File: config.mk
export PLATFORM = sky130hd
export DESIGN_NAME = escape_byte_unstuffer
export DESIGN_NICKNAME = d
export VERILOG_FILES = /design/src/design/ebu_pkg.sv /design/src/design/ebu_front.sv /design/src/design/ebu_queue.sv /design/src/design/ebu_back.sv /design/src/design/escape_byte_unstuffer.sv
export SDC_FILE = /design/constraint.sdc
export NUM_CORES = 1
export LEC_CHECK = 0
export ABC_AREA = 1
export BUFFER_PORTS_ARGS = -buffer_cell sky130_fd_sc_hd__buf_2
export CAP_MARGIN = 0
export CELL_PAD_IN_SITES_DETAIL_PLACEMENT = 1
export CELL_PAD_IN_SITES_GLOBAL_PLACEMENT = 1
export CORE_ASPECT_RATIO = 0.8
export CORE_MARGIN = 3
export CORE_UTILIZATION = 49
export DETAILED_ROUTE_END_ITERATION = 16
export GPL_TIMING_DRIVEN = 0
export PLACE_DENSITY = 0.88
export SYNTH_ARGS = -nofsm -noshare
export SYNTH_HDL_FRONTEND = slang
export SYNTH_SLANG_ARGS = --single-unit
File: constraint.sdc
create_clock -name clk_i -period 4.5 [get_ports clk_i]
set_input_delay 0.225 -clock clk_i [delete_from_list [all_inputs] [get_ports clk_i]]
set_output_delay 0.225 -clock clk_i [all_outputs]
set_load 0.05 [all_outputs]
File: src/design/ebu_pkg.sv
// ----------------------------------------------------------------------------
// ebu_pkg
// Shared types and codes for the escape byte unstuffer.
// ----------------------------------------------------------------------------
`default_nettype none

package ebu_pkg;

  localparam int unsigned CfgIdxW  = 3;
  localparam int unsigned CfgDataW = 16;

  typedef enum logic [CfgIdxW-1:0] {
    CfgFlagByte   = 3'd0,
    CfgEscapeByte = 3'd1,
    CfgFlagCode   = 3'd2,
    CfgEscapeCode = 3'd3,
    CfgMaxLength  = 3'd4
  } cfg_idx_e;

  typedef enum logic [1:0] {
    StOk       = 2'd0,
    StBadEsc   = 2'd1,
    StOverflow = 2'd2
  } status_e;

  typedef struct packed {
    logic [7:0] data_byte;
    logic       last_byte;
  } in_item_t;

  typedef struct packed {
    logic        byte_valid;
    logic [7:0]  out_byte;
    logic        packet_done;
    logic [15:0] out_length;
    logic [1:0]  status;
  } out_item_t;

  typedef struct packed {
    logic [7:0]  flag_byte;
    logic [7:0]  escape_byte;
    logic [7:0]  flag_code;
    logic [7:0]  escape_code;
    logic [15:0] max_length;
  } cfg_t;

  // byte after classification, as it sits in the queue
  typedef struct packed {
    logic [7:0] data_byte;
    logic       last_byte;
    logic       is_escape;
    logic       is_flag_code;
    logic       is_escape_code;
  } cls_item_t;

  localparam cfg_t CfgReset = '{
    flag_byte:   8'd126,
    escape_byte: 8'd125,
    flag_code:   8'd2,
    escape_code: 8'd1,
    max_length:  16'hFFFF
  };

endpackage

`default_nettype wire

File: src/design/ebu_front.sv
// ----------------------------------------------------------------------------
// ebu_front
// Accepts stuffed bytes and tags them against the escape byte and codes.
// ----------------------------------------------------------------------------
`default_nettype none

module ebu_front import ebu_pkg::*; (
  input  wire logic      in_valid_i,
  output logic           in_stall_o,
  input  wire in_item_t  in_item_i,
  input  wire cfg_t      cfg_i,
  input  wire logic      q_full_i,
  output logic           push_o,
  output cls_item_t      push_item_o
);

  assign in_stall_o = q_full_i;
  assign push_o     = in_valid_i & ~q_full_i;

  always_comb begin
    push_item_o.data_byte      = in_item_i.data_byte;
    push_item_o.last_byte      = in_item_i.last_byte;
    push_item_o.is_escape      = (in_item_i.data_byte == cfg_i.escape_byte);
    push_item_o.is_flag_code   = (in_item_i.data_byte == cfg_i.flag_code);
    push_item_o.is_escape_code = (in_item_i.data_byte == cfg_i.escape_code);
  end

endmodule

`default_nettype wire

File: src/design/ebu_queue.sv
// ----------------------------------------------------------------------------
// ebu_queue
// Small FIFO of classified bytes between front and back.
// ----------------------------------------------------------------------------
`default_nettype none

module ebu_queue import ebu_pkg::*; #(
  parameter int unsigned Depth = 2
) (
  input  wire logic      clk_i,
  input  wire logic      rst_ni,
  input  wire logic      push_i,
  input  wire cls_item_t push_item_i,
  output logic           full_o,
  input  wire logic      pop_i,
  output logic           valid_o,
  output cls_item_t      head_o
);

  localparam int unsigned PtrW = (Depth > 1) ? $clog2(Depth) : 1;
  localparam int unsigned CntW = $clog2(Depth + 1);

  cls_item_t           mem_q [Depth];
  logic [PtrW-1:0]     wr_ptr_q, wr_ptr_d;
  logic [PtrW-1:0]     rd_ptr_q, rd_ptr_d;
  logic [CntW-1:0]     count_q, count_d;

  assign full_o  = (count_q == CntW'(Depth));
  assign valid_o = (count_q != '0);
  assign head_o  = mem_q[rd_ptr_q];

  always_comb begin
    wr_ptr_d = wr_ptr_q;
    rd_ptr_d = rd_ptr_q;
    count_d  = count_q;
    if (push_i) begin
      wr_ptr_d = (wr_ptr_q == PtrW'(Depth - 1)) ? '0 : wr_ptr_q + 1'b1;
    end
    if (pop_i) begin
      rd_ptr_d = (rd_ptr_q == PtrW'(Depth - 1)) ? '0 : rd_ptr_q + 1'b1;
    end
    if (push_i && !pop_i) begin
      count_d = count_q + 1'b1;
    end else if (!push_i && pop_i) begin
      count_d = count_q - 1'b1;
    end
  end

  always_ff @(posedge clk_i or negedge rst_ni) begin
    if (!rst_ni) begin
      wr_ptr_q <= '0;
      rd_ptr_q <= '0;
      count_q  <= '0;
    end else begin
      wr_ptr_q <= wr_ptr_d;
      rd_ptr_q <= rd_ptr_d;
      count_q  <= count_d;
    end
  end

  always_ff @(posedge clk_i) begin
    if (push_i) begin
      mem_q[wr_ptr_q] <= push_item_i;
    end
  end

endmodule

`default_nettype wire

File: src/design/ebu_back.sv
// ----------------------------------------------------------------------------
// ebu_back
// Escape state, length count and error tracking; registered result output.
// ----------------------------------------------------------------------------
`default_nettype none

module ebu_back import ebu_pkg::*; (
  input  wire logic      clk_i,
  input  wire logic      rst_ni,
  input  wire cfg_t      cfg_i,
  input  wire logic      q_valid_i,
  input  wire cls_item_t q_head_i,
  output logic           pop_o,
  output logic           out_valid_o,
  input  wire logic      out_stall_i,
  output out_item_t      out_item_o
);

  logic        pend_q, pend_d;
  logic [15:0] count_q, count_d;
  status_e     err_q, err_d;
  logic        out_valid_q;
  out_item_t   out_q, res;
  logic        have;
  logic [7:0]  val;

  // output register frees up when empty or being taken this cycle
  assign pop_o = q_valid_i & (~out_valid_q | ~out_stall_i);

  always_comb begin
    pend_d  = pend_q;
    count_d = count_q;
    err_d   = err_q;
    have    = 1'b0;
    val     = 8'd0;

    if (err_q == StOk) begin
      if (pend_q) begin
        pend_d = 1'b0;
        if (q_head_i.is_flag_code) begin
          have = 1'b1;
          val  = cfg_i.flag_byte;
        end else if (q_head_i.is_escape_code) begin
          have = 1'b1;
          val  = cfg_i.escape_byte;
        end else begin
          err_d = StBadEsc;
        end
      end else if (q_head_i.is_escape) begin
        pend_d = 1'b1;
      end else begin
        have = 1'b1;
        val  = q_head_i.data_byte;
      end
      if (have) begin
        if (count_q < cfg_i.max_length) begin
          count_d = count_q + 16'd1;
        end else begin
          have  = 1'b0;
          val   = 8'd0;
          err_d = StOverflow;
        end
      end
    end

    res.byte_valid  = have;
    res.out_byte    = val;
    res.packet_done = q_head_i.last_byte;
    res.out_length  = (q_head_i.last_byte && err_d == StOk) ? count_d : 16'd0;
    res.status      = q_head_i.last_byte ? err_d : StOk;

    if (q_head_i.last_byte) begin
      pend_d  = 1'b0;
      count_d = 16'd0;
      err_d   = StOk;
    end
  end

  always_ff @(posedge clk_i or negedge rst_ni) begin
    if (!rst_ni) begin
      pend_q      <= 1'b0;
      count_q     <= 16'd0;
      err_q       <= StOk;
      out_valid_q <= 1'b0;
    end else begin
      if (pop_o) begin
        pend_q      <= pend_d;
        count_q     <= count_d;
        err_q       <= err_d;
        out_valid_q <= 1'b1;
      end else if (!out_stall_i) begin
        out_valid_q <= 1'b0;
      end
    end
  end

  always_ff @(posedge clk_i) begin
    if (pop_o) begin
      out_q <= res;
    end
  end

  assign out_valid_o = out_valid_q;
  assign out_item_o  = out_q;

endmodule

`default_nettype wire

File: src/design/escape_byte_unstuffer.sv
// ----------------------------------------------------------------------------
// escape_byte_unstuffer
// Removes escape stuffing from a packet body, one stuffed byte per request.
// ----------------------------------------------------------------------------
//  channel | handshake               | payload
//  --------+-------------------------+------------------------------------
//  in      | in_valid_i / in_stall_o | in_item_i   (data_byte, last_byte)
//  out     | out_valid_o/out_stall_i | out_item_o  (byte_valid .. status)
//  cfg     | cfg_valid_i/cfg_ready_o | cfg_index_i, cfg_data_i
//
//  One request per clock sustained while out_stall_i is low; one result per
//  request. A request is written into the queue, then the state update loads
//  the output register. The throughput is set by the escape state loop.
//  Reset clears escape state, count, error, queue and output valid; the
//  registers return to their default values. The input stalls only when the
//  queue is full; a valid output register holds while out_stall_i is high.
// ----------------------------------------------------------------------------
`default_nettype none

module escape_byte_unstuffer import ebu_pkg::*; #(
  parameter int unsigned QueueDepth = 2
) (
  input  wire logic                clk_i,
  input  wire logic                rst_ni,
  input  wire logic                in_valid_i,
  output logic                     in_stall_o,
  input  wire in_item_t            in_item_i,
  output logic                     out_valid_o,
  input  wire logic                out_stall_i,
  output out_item_t                out_item_o,
  input  wire logic                cfg_valid_i,
  output logic                     cfg_ready_o,
  input  wire logic [CfgIdxW-1:0]  cfg_index_i,
  input  wire logic [CfgDataW-1:0] cfg_data_i
);

  cfg_t      cfg_q;
  logic      push, q_full, q_valid, pop;
  cls_item_t push_item, q_head;

  assign cfg_ready_o = 1'b1;

  always_ff @(posedge clk_i or negedge rst_ni) begin
    if (!rst_ni) begin
      cfg_q <= CfgReset;
    end else if (cfg_valid_i) begin
      case (cfg_index_i)
        CfgFlagByte:   cfg_q.flag_byte   <= cfg_data_i[7:0];
        CfgEscapeByte: cfg_q.escape_byte <= cfg_data_i[7:0];
        CfgFlagCode:   cfg_q.flag_code   <= cfg_data_i[7:0];
        CfgEscapeCode: cfg_q.escape_code <= cfg_data_i[7:0];
        CfgMaxLength:  cfg_q.max_length  <= cfg_data_i;
        default: ;
      endcase
    end
  end

  ebu_front u_front (
    .in_valid_i  (in_valid_i),
    .in_stall_o  (in_stall_o),
    .in_item_i   (in_item_i),
    .cfg_i       (cfg_q),
    .q_full_i    (q_full),
    .push_o      (push),
    .push_item_o (push_item)
  );

  ebu_queue #(
    .Depth (QueueDepth)
  ) u_queue (
    .clk_i       (clk_i),
    .rst_ni      (rst_ni),
    .push_i      (push),
    .push_item_i (push_item),
    .full_o      (q_full),
    .pop_i       (pop),
    .valid_o     (q_valid),
    .head_o      (q_head)
  );

  ebu_back u_back (
    .clk_i       (clk_i),
    .rst_ni      (rst_ni),
    .cfg_i       (cfg_q),
    .q_valid_i   (q_valid),
    .q_head_i    (q_head),
    .pop_o       (pop),
    .out_valid_o (out_valid_o),
    .out_stall_i (out_stall_i),
    .out_item_o  (out_item_o)
  );

endmodule

`default_nettype wire
==> results_dict.tcl <==
set metrics [dict create \
    yosys-top-cells-area "edfxtp_1 25%, dfrtp_1 17%, dfstp_2 13%, nand2_1 9.0%, inv_1 4.1%" \
    p_leak_nw 3.342 \
    cts_tree "built" \
    clk_pin_slew_worst_paths_ps 50 \
    die_w_um 131.6 \
    gp_congestion 0.8522 \
    cpMaxStageDelayCell "dfstp_2" \
    grt_usage_pct 27.51 \
    fp.coreArea_sq_mm 0.01225 \
    cp_max_fo 8 \
    grt-ovfl-total 0 \
    critical_path_buf_inv_count 1 \
    syn_inst 640 \
    tns_ps 0 \
    rrSetupSlack_ps 1810 \
    syn_area_sq_mm 0.006186 \
    rr_worst_depth 11 \
    crit_end "u_back.out_item_o[24]" \
    tightestPinTransition_ps 1230 \
    hold_path_class "primary input to register" \
    synth_fp_nets 690 \
    avgSynthCellArea_sq_um 9.666 \
    setup_viol 0 \
    status "finished clean" \
    slowest_delay_ps 540 \
    vdd_drop_max_mv 0.3003 \
    grt_pass1_vias 5514 \
    rr_startpoint "cfg_q[5]" \
    hpwl_mm 12.48 \
    nNetsFinal 773 \
    yosysTopAreaCell "edfxtp_1" \
    clock_skew_ps 9.813 \
    fp-row-count 36 \
    maxCapViolCount 0 \
    cts_sinks 124 \
    yosysWarnings 0 \
    crit_cells 11 \
    hold_ws_ps 32.17 \
    grt_max_degree 73 \
    dr.pass1.iters 4 \
    io_buffers 62 \
    ios 64 \
    drv_slew 0 \
    endpoint_kind "register" \
    insertion_delay_ps 440 \
    cellPowerDensity_mw_per_mm2 638.8 \
    fp.dieH_um 106.5 \
    viasPerCell 5.577 \
    synth_top_cell_area_share_pct 25.24 \
    syn_to_final_growth_pct 17.64 \
    worst_setup_path_start_kind "register" \
    grt_pass1_wl_mm 29.57 \
    num_vias 5064 \
    clock_path_buffers 2 \
    n_fill_cell 1418 \
    synth_seq_area_share_pct 54.98 \
    async_flop_share_pct 58.06 \
    synth.distinct_cells 40 \
    numCtsBuffers 17 \
    max_freq_mhz 372.4 \
    fin_crit_sh_pct 59.67 \
    detail_route.wl_per_cell_um 20.11 \
    htreeDepth 4 \
    timing.rr.end "u_back.out_item_o[24]" \
    cp_common_cell "nand2_4" \
    start_util_pct 50.49 \
    hold_viol 0 \
    crit_chain "inv_1 > ha_1 > a21oi_1 > nor2_1 > nor3_2 > nand2_2 > nand2_4 > nand2_4 > nand2_4 > nand2_1 > nor3_1" \
    totalWireLength_mm 18.26 \
    synth_edf_count 52 \
    min_period_ps 2685 \
    dieArea_sq_mm 0.01402 \
    startpoint "cfg_q[5]" \
    ant_nets 0 \
    route.detailed.drc 0 \
    slew_headroom_pct 17.94 \
    drive_gt1_share_pct 24.46 \
    antenna_found_initial 0 \
    cp.required_ps 4680 \
    synth-seq-cells 124 \
    critPathArrivalTime_ps 2860 \
    cp_top_family "simple AND/OR/NAND/NOR gates" \
    synth-main-ff-cell "edfxtp_1" \
    criticalPathCategory "register to register" \
    drt_iter0_drc 392 \
    root_buffer "clkbuf_16" \
    rsz0062_at_grt "no" \
]
[state kept, by name (all words and copies together), names as in the netlist, 2 cells and up]
name               count
cfg_q                 48
u_back.count_q        16
u_back.err_q           2
u_back.out_item_o     28
u_queue.count_q        2
u_queue.mem_q         24
[metrics by stage]
stage               utilization (%)  cell area, sq um  total power (W)  setup WS [ps]  cells
floorplan                         -              6186         0.002905           2490    640
global placement              54.77              6710         0.003261           2153    873
detailed placement            54.79              6713         0.003367           2004    873
CTS                           59.38              7274         0.004667           1816    907
global route                  59.38              7274         0.004885           1679    907
finish                        59.40              7277         0.004649           1815    908
[area by class of cell]
type                       count  area [sq um]  area share [%]
sequential                   124          3401           46.73
clock inverter                 8         38.79          0.5330
inverter                      74         280.3           3.851
multi-input combinational    424          2390           32.84
antenna                        1         2.502         0.03439
timing repair buffer          64         332.8           4.574
buffer                        18         115.1           1.582
clock buffer                  24         503.0           6.912
tap                          171         214.0           2.940
[report_power, final]
| group | total, W | internal [W] | switching (W) |
|---|---|---|---|
| combinational | 0.00166 | 0.000426 | 0.00124 |
| clock | 0.00126 | 0.000770 | 0.000493 |
| sequential | 0.00172 | 0.00157 | 0.000148 |
[cell usage after synthesis (3+ instances only)]
library cell / number
nor2_1: 37
o21ai_1: 4
clkbuf_1: 9
nor3_1: 12
inv_1: 67
nand3_4: 3
nand2_2: 9
o21ai_0: 45
a21oi_1: 31
ha_1: 17
inv_2: 5
xnor2_1: 21
dfstp_2: 30
a21oi_2: 4
mux2_2: 8
xor2_1: 4
nand2_1: 148
nand3_1: 17
nand4_1: 27
dfrtp_1: 42
nor2_2: 10
nand2_4: 4
buf_6: 5
edfxtp_1: 52
a221oi_1: 8
[layout by cell type (no fill, tap or decap), types with 5 or more instances in the layout]
cell,count
a21oi_1,31
nor2_2,10
nand4_1,27
clkbuf_1,12
inv_1,67
mux2_2,8
edfxtp_1,52
clkbuf_16,18
xnor2_1,21
nor3_1,12
nand3_1,17
buf_2,63
buf_6,5
a221oi_1,8
nand2_1,148
nand2_2,9
o21ai_0,45
dfrtp_1,42
inv_2,5
ha_1,17
clkinv_2,5
nor2_1,37
dfstp_2,30
[cells by family after synthesis]
group	Yosys count	share of synthesized area, %
multiplexers	8	1.456
AO/OA/AOI/OAI	96	8.779
XOR/XNOR	25	3.540
buffers and inverters	92	6.391
AND/OR/NAND/NOR	277	21.36
adder cells (fa/ha/maj)	17	3.438
other	1	0.06062
flip-flops	124	54.98
[worst reg2reg max path: cells and delay by family, from the launching register on]
family / cells / cell delay [ps]
flops: 1 / 540
simple gates: 8 / 1350
fa+ha+maj: 1 / 310
compound gates: 1 / 190
buf+inv: 1 / 50
[worst min path at each step]
| stage | from | endpoint | slack (ps) | cells past startpoint |
|---|---|---|---|---|
| final | cfg_data_i[15] | cfg_q[15] | 30 | 3 |
| after global routing | cfg_data_i[11] | cfg_q[11] | 30 | 3 |
| after CTS | cfg_data_i[11] | cfg_q[11] | 20 | 3 |
| after detailed placement | rst_ni | u_back.count_q[15] | 410 | 1 |
| after global placement | in_item_i[0] | u_queue.mem_q[0][3] | 430 | 1 |
| after floorplan | rst_ni | cfg_q[17] | -70 | 0 |
[layer usage]
layer | GRT usage, % | vias up | routed length [um]
met5 | 0 | - | 0
li1 | - | 2320 | -
met2 | 45.14 | 172 | 8757
met1 | 35.43 | 2532 | 8066
met4 | 10.04 | 0 | 399
met3 | 7.332 | 40 | 1041
[repair_timing]
action	in CTS	in global routing
hold endpoints to repair	44	0
buffers inserted	0	0
hold buffers	2	0
gates resized for setup	0	0
Note: power is estimated with default switching activity, not from simulation.
